File: config.mk
export PLATFORM = sky130hd
export DESIGN_NAME = longest_common_subsequence_unit
export DESIGN_NICKNAME = d
export VERILOG_FILES = /design/src/rtl/lcsu_pkg.sv /design/src/rtl/longest_common_subsequence_unit.sv /design/src/rtl/lcsu_datapath.sv /design/src/rtl/lcsu_ctrl.sv
export SDC_FILE = /design/constraint.sdc
export NUM_CORES = 2
export LEC_CHECK = 0
export BUFFER_PORTS_ARGS = -buffer_cell sky130_fd_sc_hd__buf_2
export CAP_MARGIN = 20
export CORE_ASPECT_RATIO = 0.6
export CORE_MARGIN = 2
export CORE_UTILIZATION = 30
export DETAILED_ROUTE_END_ITERATION = 10
export HOLD_SLACK_MARGIN = 0.15
export SLEW_MARGIN = 20
export SYNTH_ARGS = -nofsm -noshare
export SYNTH_HDL_FRONTEND = slang
export SYNTH_SLANG_ARGS = --single-unit
File: constraint.sdc
create_clock -name aclk -period 26.1 [get_ports aclk]
set_input_delay 1.305 -clock aclk [delete_from_list [all_inputs] [get_ports aclk]]
set_output_delay 1.305 -clock aclk [all_outputs]
set_load 0.05 [all_outputs]
File: src/rtl/lcsu_pkg.sv
package lcsu_pkg;

    // default capacities of the two strings
    localparam int DEF_MAX_FIRST  = 32;
    localparam int DEF_MAX_SECOND = 32;

    // fixed field widths
    localparam int SYM_W  = 8;
    localparam int CMD_W  = 2;
    localparam int LEN_W  = 6;

    // command codes carried in s_tuser
    localparam logic [CMD_W-1:0] CMD_FIRST  = 2'd0;
    localparam logic [CMD_W-1:0] CMD_SECOND = 2'd1;
    localparam logic [CMD_W-1:0] CMD_RUN    = 2'd2;

    // direction mark kept per table cell
    typedef enum logic [1:0] {
        DIR_DIAG = 2'd1,
        DIR_LEFT = 2'd2,
        DIR_UP   = 2'd3
    } dir_t;

    // controller to datapath
    typedef struct packed {
        logic load_first;
        logic load_second;
        logic run_start;
        logic row_start;
        logic cell_issue;
        logic row_next;
        logic trace_start;
        logic trace_step;
        logic emit_start;
        logic out_load;
        logic emit_next;
        logic clear;
    } cmd_t;

    // datapath to controller
    typedef struct packed {
        logic both_nonzero;
        logic last_col;
        logic last_row;
        logic trace_end;
        logic emit_last;
    } stat_t;

endpackage

File: src/rtl/longest_common_subsequence_unit.sv
// longest common subsequence of two byte strings. each input transfer carries a command in
// s_tuser: 0 appends s_tdata to the first string, 1 appends it to the second, 2 computes the
// subsequence and streams it out first to last, one result transfer per symbol with m_tlast on
// the final one; an empty result gives a single transfer with symbol_valid low. symbols past a
// string's capacity are dropped and reported through overflowed; both strings are cleared after
// the last result transfer. the block stays ready for input after each load. a compute fills the
// table one cell per cycle within a row, through the length-row memory, then traces back (at
// most m+n steps for an m by n pair, one direction-memory read each), then sends each result
// transfer through a buffer read, an output-register load and a wait for m_tready. no input is
// taken during a compute. no clearing pass is needed after reset.
module longest_common_subsequence_unit #(
    parameter int MAX_FIRST  = lcsu_pkg::DEF_MAX_FIRST,
    parameter int MAX_SECOND = lcsu_pkg::DEF_MAX_SECOND
) (
    input  logic        aclk,
    input  logic        aresetn,
    // input channel
    input  logic        s_tvalid,
    output logic        s_tready,
    input  logic [7:0]  s_tdata,   // [7:0] symbol
    input  logic [1:0]  s_tuser,   // [1:0] command
    // result channel
    output logic        m_tvalid,
    input  logic        m_tready,
    output logic [15:0] m_tdata,   // [7:0] symbol_res, [13:8] lcs_length, [15:14] zero
    output logic [1:0]  m_tuser,   // [0] symbol_valid, [1] overflowed
    output logic        m_tlast
);

    lcsu_pkg::cmd_t  cmd;
    lcsu_pkg::stat_t stat;

    logic [lcsu_pkg::SYM_W-1:0] symbol_res;
    logic                       symbol_valid;
    logic [lcsu_pkg::LEN_W-1:0] lcs_length;
    logic                       overflowed;

    // sequencer: load, fill, traceback and emit phases
    lcsu_ctrl u_ctrl (
        .aclk     (aclk),
        .aresetn  (aresetn),
        .s_tvalid (s_tvalid),
        .s_cmd    (s_tuser),
        .s_tready (s_tready),
        .m_tvalid (m_tvalid),
        .m_tready (m_tready),
        .stat     (stat),
        .cmd      (cmd)
    );

    // string stores, table fill cell, direction table, result buffer and output register
    lcsu_datapath #(
        .MAX_FIRST  (MAX_FIRST),
        .MAX_SECOND (MAX_SECOND)
    ) u_datapath (
        .aclk         (aclk),
        .aresetn      (aresetn),
        .cmd          (cmd),
        .symbol_in    (s_tdata),
        .stat         (stat),
        .symbol_res   (symbol_res),
        .symbol_valid (symbol_valid),
        .lcs_length   (lcs_length),
        .overflowed   (overflowed),
        .last         (m_tlast)
    );

    assign m_tdata = {2'b00, lcs_length, symbol_res};
    assign m_tuser = {overflowed, symbol_valid};

`ifndef SYNTH
    // input and result sides never overlap in this sequential design
    assert property (@(posedge aclk) disable iff (!aresetn) !(s_tready && m_tvalid))
        else $error("input ready while a result is pending");

    // a compute transfer closes the input side
    assert property (@(posedge aclk) disable iff (!aresetn)
        (s_tvalid && s_tready && (s_tuser == lcsu_pkg::CMD_RUN)) |=> !s_tready)
        else $error("input still ready after compute transfer");

    // append transfers cause no result
    assert property (@(posedge aclk) disable iff (!aresetn)
        (s_tvalid && s_tready && (s_tuser != lcsu_pkg::CMD_RUN)) |=> (s_tready && !m_tvalid))
        else $error("append transfer left idle state");

    // last result transfer returns the block to accepting input
    assert property (@(posedge aclk) disable iff (!aresetn)
        (m_tvalid && m_tready && m_tlast) |=> s_tready)
        else $error("not ready for input after final result");

    // an empty result is always a single final transfer
    assert property (@(posedge aclk) disable iff (!aresetn)
        (m_tvalid && !m_tuser[0]) |-> (m_tlast && (m_tdata[13:8] == '0)))
        else $error("empty result not marked last");
`endif

endmodule

File: src/rtl/lcsu_datapath.sv
module lcsu_datapath #(
    parameter int MAX_FIRST  = lcsu_pkg::DEF_MAX_FIRST,
    parameter int MAX_SECOND = lcsu_pkg::DEF_MAX_SECOND
) (
    input  logic                       aclk,
    input  logic                       aresetn,
    input  lcsu_pkg::cmd_t             cmd,
    input  logic [lcsu_pkg::SYM_W-1:0] symbol_in,
    output lcsu_pkg::stat_t            stat,
    output logic [lcsu_pkg::SYM_W-1:0] symbol_res,
    output logic                       symbol_valid,
    output logic [lcsu_pkg::LEN_W-1:0] lcs_length,
    output logic                       overflowed,
    output logic                       last
);

    localparam int FA        = (MAX_FIRST > 1) ? $clog2(MAX_FIRST) : 1;
    localparam int SA        = (MAX_SECOND > 1) ? $clog2(MAX_SECOND) : 1;
    localparam int FC        = $clog2(MAX_FIRST + 1);
    localparam int SC        = $clog2(MAX_SECOND + 1);
    localparam int LW        = SC;
    localparam int DIR_DEPTH = 2 ** (FA + SA);

    // memories
    logic [lcsu_pkg::SYM_W-1:0] first_str_reg  [MAX_FIRST];
    logic [lcsu_pkg::SYM_W-1:0] second_str_reg [MAX_SECOND];
    logic [LW-1:0]              row_mem_reg    [MAX_SECOND];
    lcsu_pkg::dir_t             dir_mem_reg    [DIR_DEPTH];
    logic [lcsu_pkg::SYM_W-1:0] rev_mem_reg    [MAX_FIRST];

    logic [lcsu_pkg::SYM_W-1:0] first_rd_reg;
    logic [lcsu_pkg::SYM_W-1:0] second_rd_reg;
    logic [LW-1:0]              row_rd_reg;
    lcsu_pkg::dir_t             dir_rd_reg;
    logic [lcsu_pkg::SYM_W-1:0] rev_rd_reg;

    // counters and indexes
    logic [FC-1:0] first_cnt_reg;
    logic [SC-1:0] second_cnt_reg;
    logic          ovf_reg;
    logic [FA-1:0] ri_reg;
    logic [SA-1:0] ci_reg;
    logic          p_valid_reg;
    logic [SA-1:0] p_ci_reg;
    logic [LW-1:0] diag_reg;
    logic [LW-1:0] left_reg;
    logic [FC-1:0] nres_reg;
    logic [FA-1:0] e_reg;

    // output register
    logic [lcsu_pkg::SYM_W-1:0] sym_out_reg;
    logic                       sval_out_reg;
    logic [lcsu_pkg::LEN_W-1:0] len_out_reg;
    logic                       ovf_out_reg;
    logic                       last_out_reg;

    logic           first_full;
    logic           second_full;
    logic [LW-1:0]  up_val;
    logic [LW-1:0]  cell_val;
    lcsu_pkg::dir_t cell_dir;
    logic           len_zero;
    logic           is_diag;

    assign first_full  = (first_cnt_reg == FC'(MAX_FIRST));
    assign second_full = (second_cnt_reg == SC'(MAX_SECOND));
    assign len_zero    = (nres_reg == '0);
    assign is_diag     = (dir_rd_reg == lcsu_pkg::DIR_DIAG);

    // the first row of the table sees zeros above
    assign up_val = (ri_reg == '0) ? '0 : row_rd_reg;

    always_comb begin
        if (first_rd_reg == second_rd_reg) begin
            cell_val = LW'(diag_reg + 1'b1);
            cell_dir = lcsu_pkg::DIR_DIAG;
        end else if (left_reg > up_val) begin
            cell_val = left_reg;
            cell_dir = lcsu_pkg::DIR_LEFT;
        end else begin
            cell_val = up_val;
            cell_dir = lcsu_pkg::DIR_UP;
        end
    end

    always_comb begin
        stat.both_nonzero = (first_cnt_reg != '0) && (second_cnt_reg != '0);
        stat.last_col     = (ci_reg == SA'(second_cnt_reg - 1'b1));
        stat.last_row     = (ri_reg == FA'(first_cnt_reg - 1'b1));
        stat.emit_last    = last_out_reg;
        case (dir_rd_reg)
            lcsu_pkg::DIR_DIAG: stat.trace_end = (ri_reg == '0) || (ci_reg == '0);
            lcsu_pkg::DIR_LEFT: stat.trace_end = (ci_reg == '0);
            default:            stat.trace_end = (ri_reg == '0);
        endcase
    end

    // string stores, read at the current row and column
    always_ff @(posedge aclk) begin
        if (cmd.load_first && !first_full) begin
            first_str_reg[first_cnt_reg[FA-1:0]] <= symbol_in;
        end
        if (cmd.load_second && !second_full) begin
            second_str_reg[second_cnt_reg[SA-1:0]] <= symbol_in;
        end
        first_rd_reg  <= first_str_reg[ri_reg];
        second_rd_reg <= second_str_reg[ci_reg];
    end

    // length row and direction table
    always_ff @(posedge aclk) begin
        if (p_valid_reg) begin
            row_mem_reg[p_ci_reg]           <= cell_val;
            dir_mem_reg[{ri_reg, p_ci_reg}] <= cell_dir;
        end
        row_rd_reg <= row_mem_reg[ci_reg];
        dir_rd_reg <= dir_mem_reg[{ri_reg, ci_reg}];
    end

    // subsequence collected last to first
    always_ff @(posedge aclk) begin
        if (cmd.trace_step && is_diag) begin
            rev_mem_reg[nres_reg[FA-1:0]] <= first_rd_reg;
        end
        rev_rd_reg <= rev_mem_reg[e_reg];
    end

    // control registers
    always_ff @(posedge aclk) begin
        if (!aresetn) begin
            first_cnt_reg  <= '0;
            second_cnt_reg <= '0;
            ovf_reg        <= 1'b0;
            p_valid_reg    <= 1'b0;
        end else begin
            p_valid_reg <= cmd.cell_issue;
            if (cmd.clear) begin
                first_cnt_reg  <= '0;
                second_cnt_reg <= '0;
                ovf_reg        <= 1'b0;
            end else begin
                if (cmd.load_first) begin
                    if (first_full) ovf_reg <= 1'b1;
                    else first_cnt_reg <= first_cnt_reg + 1'b1;
                end
                if (cmd.load_second) begin
                    if (second_full) ovf_reg <= 1'b1;
                    else second_cnt_reg <= second_cnt_reg + 1'b1;
                end
            end
        end
    end

    // indexes, cell pipeline and result counters
    always_ff @(posedge aclk) begin
        if (cmd.run_start) begin
            ri_reg   <= '0;
            nres_reg <= '0;
        end
        if (cmd.row_start) begin
            ci_reg   <= '0;
            diag_reg <= '0;
            left_reg <= '0;
        end
        if (cmd.cell_issue) begin
            ci_reg   <= ci_reg + 1'b1;
            p_ci_reg <= ci_reg;
        end
        if (p_valid_reg) begin
            left_reg <= cell_val;
            diag_reg <= up_val;
        end
        if (cmd.row_next) begin
            ri_reg <= ri_reg + 1'b1;
        end
        if (cmd.trace_start) begin
            ri_reg <= FA'(first_cnt_reg - 1'b1);
            ci_reg <= SA'(second_cnt_reg - 1'b1);
        end
        if (cmd.trace_step) begin
            case (dir_rd_reg)
                lcsu_pkg::DIR_DIAG: begin
                    nres_reg <= nres_reg + 1'b1;
                    ri_reg   <= ri_reg - 1'b1;
                    ci_reg   <= ci_reg - 1'b1;
                end
                lcsu_pkg::DIR_LEFT: begin
                    ci_reg <= ci_reg - 1'b1;
                end
                default: begin
                    ri_reg <= ri_reg - 1'b1;
                end
            endcase
        end
        if (cmd.emit_start) begin
            e_reg <= FA'(nres_reg - 1'b1);
        end
        if (cmd.emit_next) begin
            e_reg <= e_reg - 1'b1;
        end
        if (cmd.out_load) begin
            sym_out_reg  <= len_zero ? '0 : rev_rd_reg;
            sval_out_reg <= !len_zero;
            len_out_reg  <= lcsu_pkg::LEN_W'(nres_reg);
            ovf_out_reg  <= ovf_reg;
            last_out_reg <= len_zero || (e_reg == '0);
        end
    end

    assign symbol_res   = sym_out_reg;
    assign symbol_valid = sval_out_reg;
    assign lcs_length   = len_out_reg;
    assign overflowed   = ovf_out_reg;
    assign last         = last_out_reg;

endmodule

File: src/rtl/lcsu_ctrl.sv
module lcsu_ctrl (
    input  logic                       aclk,
    input  logic                       aresetn,
    input  logic                       s_tvalid,
    input  logic [lcsu_pkg::CMD_W-1:0] s_cmd,
    output logic                       s_tready,
    output logic                       m_tvalid,
    input  logic                       m_tready,
    input  lcsu_pkg::stat_t            stat,
    output lcsu_pkg::cmd_t             cmd
);

    typedef enum logic [3:0] {
        ST_IDLE,
        ST_ROW,
        ST_CELL,
        ST_ROW_END,
        ST_TR_READ,
        ST_TR_STEP,
        ST_EM_INIT,
        ST_EM_READ,
        ST_EM_LOAD,
        ST_EM_WAIT
    } state_t;

    state_t state_reg, state_next;
    logic   m_tvalid_reg, m_tvalid_next;
    logic   accept;

    assign s_tready = (state_reg == ST_IDLE);
    assign accept   = s_tvalid && s_tready;
    assign m_tvalid = m_tvalid_reg;

    always_comb begin
        state_next    = state_reg;
        m_tvalid_next = m_tvalid_reg;
        cmd           = '0;
        case (state_reg)
            ST_IDLE: begin
                if (accept) begin
                    cmd.load_first  = (s_cmd == lcsu_pkg::CMD_FIRST);
                    cmd.load_second = (s_cmd == lcsu_pkg::CMD_SECOND);
                    if (s_cmd == lcsu_pkg::CMD_RUN) begin
                        cmd.run_start = 1'b1;
                        state_next    = stat.both_nonzero ? ST_ROW : ST_EM_INIT;
                    end
                end
            end
            ST_ROW: begin
                cmd.row_start = 1'b1;
                state_next    = ST_CELL;
            end
            ST_CELL: begin
                cmd.cell_issue = 1'b1;
                if (stat.last_col) state_next = ST_ROW_END;
            end
            ST_ROW_END: begin
                if (stat.last_row) begin
                    cmd.trace_start = 1'b1;
                    state_next      = ST_TR_READ;
                end else begin
                    cmd.row_next = 1'b1;
                    state_next   = ST_ROW;
                end
            end
            ST_TR_READ: begin
                state_next = ST_TR_STEP;
            end
            ST_TR_STEP: begin
                cmd.trace_step = 1'b1;
                state_next     = stat.trace_end ? ST_EM_INIT : ST_TR_READ;
            end
            ST_EM_INIT: begin
                cmd.emit_start = 1'b1;
                state_next     = ST_EM_READ;
            end
            ST_EM_READ: begin
                state_next = ST_EM_LOAD;
            end
            ST_EM_LOAD: begin
                cmd.out_load  = 1'b1;
                m_tvalid_next = 1'b1;
                state_next    = ST_EM_WAIT;
            end
            ST_EM_WAIT: begin
                if (m_tready) begin
                    m_tvalid_next = 1'b0;
                    if (stat.emit_last) begin
                        cmd.clear  = 1'b1;
                        state_next = ST_IDLE;
                    end else begin
                        cmd.emit_next = 1'b1;
                        state_next    = ST_EM_READ;
                    end
                end
            end
            default: begin
                state_next    = ST_IDLE;
                m_tvalid_next = 1'b0;
            end
        endcase
    end

    always_ff @(posedge aclk) begin
        if (!aresetn) begin
            state_reg    <= ST_IDLE;
            m_tvalid_reg <= 1'b0;
        end else begin
            state_reg    <= state_next;
            m_tvalid_reg <= m_tvalid_next;
        end
    end

endmodule
# Yosys cells after proc, flatten, opt, wreduce, memory -nomap -nowiden
# Memories as Yosys holds them, arrays and structs flattened. A register that Yosys moved wholly into a read port is not among the register bits.
# Index checks and enable logic that the tools add are counted.
dict set report word_totals {
  wordCells 151
  out_inout_bits 21
  mem_count 5
  ram_bits 3008
  regBits 74
}
dict set report op_classes {
  add_sub_neg 12
  eq_ne 22
  magnitude_cmp 1
  n_reduce_logical 27
  n_bitwise 4
  n_mux 62
}
# name depth width read_ports rd_ports_with_merged_regs wr line
set mem_list {}
lappend mem_list {u_datapath.dir_mem_reg 1024 2 1 1 1 lcsu_datapath.sv:28} ;# lcsu_pkg::dir_t dir_mem_reg [DIR_DEPTH];
lappend mem_list {u_datapath.first_str_reg 32 8 1 1 1 lcsu_datapath.sv:25} ;# logic [lcsu_pkg::SYM_W-1:0] first_str_reg [MAX_FIRST];
lappend mem_list {u_datapath.rev_mem_reg 32 8 1 1 1 lcsu_datapath.sv:29} ;# logic [lcsu_pkg::SYM_W-1:0] rev_mem_reg [MAX_FIRST];
lappend mem_list {u_datapath.second_str_reg 32 8 1 1 1 lcsu_datapath.sv:26} ;# logic [lcsu_pkg::SYM_W-1:0] second_str_reg [MAX_SECOND];
lappend mem_list {u_datapath.row_mem_reg 32 6 1 1 1 lcsu_datapath.sv:27} ;# logic [LW-1:0] row_mem_reg [MAX_SECOND];
# operator n
set op_table {}
lappend op_table {{2-to-1 mux 5 bit} 12}
lappend op_table {{2-to-1 mux 6 bit} 9}
lappend op_table {{one-hot mux 4 bit (10 select lines)} 1}
lappend op_table {{subtractor 5 x 1 -> 5 bit (second input constant)} 6}
lappend op_table {{adder 6 x 1 -> 6 bit (second input constant)} 4}
lappend op_table {{2-to-1 mux 1 bit} 24}
lappend op_table {{== test 4 x 3 -> 1 bit (second input constant)} 4}
lappend op_table {{2-to-1 mux 4 bit} 4}
lappend op_table {{logical NOT 5 bit} 3}
lappend op_table {{2-to-1 mux 3 bit} 5}
lappend op_table {{== test 6 bit (second input constant)} 2}
lappend op_table {{nonzero test 6 bit} 2}
lappend op_table {{adder 5 x 1 -> 5 bit (second input constant)} 2}
lappend op_table {{== test 5 bit} 2}
lappend op_table {{2-to-1 mux 2 bit} 5}
lappend op_table {{== test 4 x 2 -> 1 bit (second input constant)} 2}
lappend op_table {{== test 4 bit (second input constant)} 2}
lappend op_table {{== test 8 bit} 1}
lappend op_table {{inequality test 2 bit (second input constant)} 4}
lappend op_table {{OR reduction 8 bit} 1}
lappend op_table {{greater-than comparator 6 bit} 1}
lappend op_table {{logical NOT 6 bit} 1}
lappend op_table {{AND reduction 2 bit} 3}
lappend op_table {{logical AND 1 bit} 5}
lappend op_table {{13 further kinds} 23}

# Logic depth before layout (Yosys ltp)
dict set report logic_depth {
  ltp_word 9
  depth_mapped 16
  depth_no_buf 13
}

# Modules after synthesis
# Synthesis repeated with hierarchy kept, for this count alone.
dict set report unflattened {
  cells_unflattened 6921
  hier_area_um2 125806.9
}
# module cells_per_inst seq_area_each_um2 area_each_um2 instances
set by_module_without_submodules {}
lappend by_module_without_submodules {lcsu_datapath 6850 92738.9 125268.9 1}
lappend by_module_without_submodules {lcsu_ctrl 66 100.1 504.2 1}
lappend by_module_without_submodules {longest_common_subsequence_unit 5 0.0 33.8 1}

# Worst setup path before layout
# Ideal clock, no wire load.
dict set report synth_timing {
  kind {register to register}
  start {register u_datapath.first_rd_reg[7] (netlist bit) (read register of u_datapath.first_str_reg)}
  end {memory u_datapath.row_mem_reg[0][4] (netlist bit) (data pin)}
  required_ns 24.400
  t_arrival_ns 25.121
  setup_ns 1.700
  slack_ns -0.722
  period_less_slack_ns 26.822
  path_stages_with_launch 6
  path_buffers 1
  cell_sequence {dfxtp_1 > xor2_1 > nor4_1 > nand2_1 > clkbuf_1 > a21boi_0}
}
dict set report synth_via {
  elab_chain_cells 2
}
# item line
set synth_lines {}
lappend synth_lines {{start: declaration} lcsu_datapath.sv:31} ;# logic [lcsu_pkg::SYM_W-1:0] first_rd_reg;
lappend synth_lines {{== test 8 bit} lcsu_datapath.sv:74} ;# if (first_rd_reg == second_rd_reg) begin
lappend synth_lines {{2-to-1 mux 6 bit} lcsu_datapath.sv:74}
lappend synth_lines {{net u_datapath.cell_val[4]} lcsu_datapath.sv:60} ;# logic [LW-1:0] cell_val;
lappend synth_lines {{end: declaration} lcsu_datapath.sv:27}
# The timed path passes the listed nets, and every way through them passes these cells.

# Worst setup path after layout
dict set report layout_timing {
  start {register u_datapath.ri_reg[0]}
  end {memory u_datapath.dir_mem_reg[660][0] (netlist bit) (data pin)}
}
dict set report layout_via {
  elab_chain_cells 5
}
# item line
set layout_lines {}
lappend layout_lines {{start: declaration} lcsu_datapath.sv:41} ;# logic [FA-1:0] ri_reg;
lappend layout_lines {{start signal: assignment} lcsu_datapath.sv:174} ;# ri_reg <= ri_reg + 1'b1;
lappend layout_lines {{start signal: assignment} lcsu_datapath.sv:177} ;# ri_reg <= FA'(first_cnt_reg - 1'b1);
lappend layout_lines {{start signal: assignment} lcsu_datapath.sv:184} ;# ri_reg <= ri_reg - 1'b1;
lappend layout_lines {{logical NOT 5 bit} lcsu_datapath.sv:71} ;# assign up_val = (ri_reg == '0) ? '0 : row_rd_reg;
lappend layout_lines {{2-to-1 mux 6 bit} lcsu_datapath.sv:71}
lappend layout_lines {{greater-than comparator 6 bit} lcsu_datapath.sv:77} ;# end else if (left_reg > up_val) begin
lappend layout_lines {{2-to-1 mux 1 bit} lcsu_datapath.sv:77}
lappend layout_lines {{2-to-1 mux 2 bit} lcsu_datapath.sv:74}
lappend layout_lines {{net u_datapath.cell_dir[0]} lcsu_datapath.sv:61} ;# lcsu_pkg::dir_t cell_dir;
lappend layout_lines {{end: declaration} lcsu_datapath.sv:28}
# The timed path passes the listed nets, and every way through them passes these cells.

==> qor.yml <==
routing:
  drtIter0Drc: 11800
  vias_per_cell: 5.46
  vias: 68900
  ant_nets: 0
  wl_per_cell_um: 29.2
  first_pass_iters: 6
  wirelength_um: 369000
  drt_drc_violations_left: 0
pwr:
  ir_drop_v: 0.000127
  leakagePower_nw: 39.2
  power_density_nw_per_um2: 104
  finalPower_w: 0.0145
cts:
  cts_root_buf: "clkbuf_16"
  clock_path_buffers: 4
  numCtsBuffers: 275
  clock_sinks: 3114
  clk_pin_slew_ps: 70
  hold_buffers: 0
  cts_tree: "done"
  cts_resized: 0
  h-tree-depth: 5
  clk_latency_ps: 910
  cts_setup_buffers: 0
synth:
  yosysWarnings: 0
  seq_area_frac_synth: 0.744
  synth.distinct_cells: 75
  synth_flop_cell: "edfxtp_1"
  synth-edff-count: 3047
  syn-cell-area_um2: 125000
  synthArstFlopShare: 0
  synth_area_per_cell_um2: 18.1
  synth-seq-cells: 3114
  syn_inst: 6885
critical_path:
  cp_cell_sequence: "inv_2, ha_1, nand2_2, nand2_1, ha_1, nor2b_1, o21a_1, o21a_1, o21a_1, o21a_1, o22ai_1, nand2b_4, buf_4, buf_4, buf_4, buf_4, buf_6"
  cp-start-kind: "flop"
  worstPathRequired_ps: 26630
  r2r_cells: 17
  crit_path_start: "u_datapath.ri_reg[0]$_DFF_P_"
  cpLargestDelayFamily: "buffers and inverters"
  max_stage_delay_ps: 990
  critPathBufInv: 6
  path_class: "reg -> reg"
  r2r_start: "u_datapath.ri_reg[0]$_DFF_P_"
  cp.arrival_ps: 9100
  reg2reg_slack_ps: 17530
  crit_path_max_fanout: 119
  end_kind: "flop"
  cpMaxStageDelayCell: "nand2b_4"
  rr_endpoint: "u_datapath.dir_mem_reg[660][0]$_DFFE_PP_"
cells_and_area:
  largest_register_ffs: 2048
  area_growth_syn_to_layout_pct: 12.3
  final_area_um2: 140000
  layout_commonest_cell: "edfxtp_1"
  mostFrequentLayoutCells: "edfxtp_1, nor2_1, mux4_2"
  nNetsFinal: 6911
  post-route-util: 0.338
  layout-drive-gt1-share: 0.202
die:
  core-area_um2: 414000
  fp.dieW_um: 837
  rows: 183
  die_h_um: 504
  dieArea_um2: 421000
  floorplan.initialDensity: 0.301
  ioPinCount: 35
worst_hold_path:
  min_path_cells: 0
  min_from: "u_datapath.ovf_reg$_SDFF_PP0_"
  min_to: "u_datapath.overflowed$_DFFE_PP_"
  hold_class: "reg -> reg"
placed_design:
  hpwlAfterDp_um: 216000
  io_buffers: 32
  gp_congestion: 0.827
  dpl_cell_area_um2: 132000
timing:
  setup_viol: 0
  period_share: 0.328
  relSlewSlack: -0.0314
  fin_setup_tns_ps: 0
  drv_slew: 58
  tightest_slew_ps: 1550
  rsz0062_at_grt: "no"
  hold_viol_final: 0
  hold-worst-slack_ps: 443
  clock_skew_ps: 66.5
  period_needed_ps: 8570
  max_freq_mhz: 117
global_route:
  antenna_found_initial: 30
  grt_pass1_wl_um: 518000
  track_usage: 0.170
  grt_max_degree: 235
  grt_pass1_vias: 66700
  overflow: 0
run_status:
  violations: "max-slew violations"
  status: "finished, violations left"
run:
  drv_cap: 0
## power by group
group / internal [W] / switching [W]
sequential: 0.00644 / 0.000106
combinational: 0.00117 / 0.00275
clock: 0.00218 / 0.00187
## Yosys cell counts, types with 8 or more instances
library cell,count,area share
nand2_1,261,0.0078
clkbuf_1,313,0.0094
nor3b_1,9,0.00054
inv_1,62,0.0019
a211oi_1,22,0.0013
o21ai_0,48,0.0019
and3_1,12,0.00060
nand3_1,71,0.0028
o22ai_1,34,0.0017
and2_1,19,0.00095
nor4_1,8,0.00040
buf_1,67,0.0020
nor2_1,1192,0.036
o21a_1,8,0.00048
nand4_1,30,0.0015
mux2i_1,219,0.018
a22o_1,14,0.00098
ha_1,31,0.0031
a22oi_1,127,0.0076
nor3_1,33,0.0013
edfxtp_1,3047,0.73
a21oi_1,75,0.0030
xnor2_1,22,0.0015
or3b_2,8,0.00056
a31oi_1,15,0.00075
dfxtp_1,67,0.011
buf_4,23,0.0014
buf_2,90,0.0036
mux4_2,707,0.13
nand3b_1,10,0.00060
a32oi_1,11,0.00077
xor2_1,23,0.0016
buf_6,13,0.0012
a221oi_1,27,0.0019
o221ai_1,32,0.0022
nor2b_1,8,0.00040
mux2_2,24,0.0022
## cells by family (layout without fill, tap and decap cells)
logic type | Yosys count | in the layout | share of synthesized area
xor gates and xnor gates | 45 | 45 | 0.00316
muxes | 952 | 952 | 0.148
DFF | 3114 | 3114 | 0.744
and+or+nand+nor | 1697 | 1697 | 0.0556
buffers and inverters | 571 | 757 | 0.0197
other | 1 | 6 | 0.0000300
AOI/OAI and AO/OA | 474 | 474 | 0.0270
adders and majority gates | 31 | 31 | 0.00311
## worst max-delay path by stage
stage	to	cells past startpoint
2_1_floorplan	u_datapath.dir_mem_reg[0][0]$_DFFE_PP_	15
3_3_place_gp	u_datapath.dir_mem_reg[634][0]$_DFFE_PP_	17
3_5_place_dp	u_datapath.dir_mem_reg[641][0]$_DFFE_PP_	17
4_1_cts	u_datapath.dir_mem_reg[810][0]$_DFFE_PP_	17
5_1_grt	u_datapath.dir_mem_reg[810][0]$_DFFE_PP_	17
6_report	u_datapath.dir_mem_reg[660][0]$_DFFE_PP_	17
## area by class of cell
| class | count | area [µm²] |
|---|---|---|
| Fill cell | 38700 | 274000 |
| Sequential cell | 3114 | 92900 |
| Multi-Input combinational cell | 3201 | 29900 |
| Clock buffer | 343 | 7300 |
| Tap cell | 5550 | 6940 |
| Timing Repair Buffer | 210 | 1690 |
| Clock inverter | 140 | 1230 |
| Inverter | 64 | 245 |
| Antenna cell | 4 | 10.0 |
## routing by layer
| layer | wire length [µm] | GRT usage | share of wire | up-vias |
|---|---|---|---|---|
| met3 | 51000 | 0.0559 | 0.14 | 575 |
| li1 | - | - | - | 27200 |
| met5 | 53 | 0 | 0.00014 | - |
| met2 | 152000 | 0.237 | 0.41 | 4586 |
| met1 | 157000 | 0.256 | 0.43 | 36500 |
| met4 | 8460 | 0.0379 | 0.023 | 8 |
## worst reg2reg max path, stage by stage (launching register included)
cell and delay (ps):
dfxtp_4 440, inv_2 280, ha_1 480, nand2_2 340, nand2_1 200, ha_1 260
nor2b_1 150, o21a_1 180, o21a_1 190, o21a_1 190, o21a_1 190, o22ai_1 600
nand2b_4 990, buf_4 780, buf_4 480, buf_4 820, buf_4 790, buf_6 770
## per-stage QoR
step / setup slack [ps] / cells
floorplan: 6440 / 6886
global placement: 17100 / 12100
detailed placement: 16840 / 12100
CTS: 16820 / 12600
global route: 17130 / 12600
finish: 17530 / 12600
No activity file was read; power rests on OpenSTA's default activity.
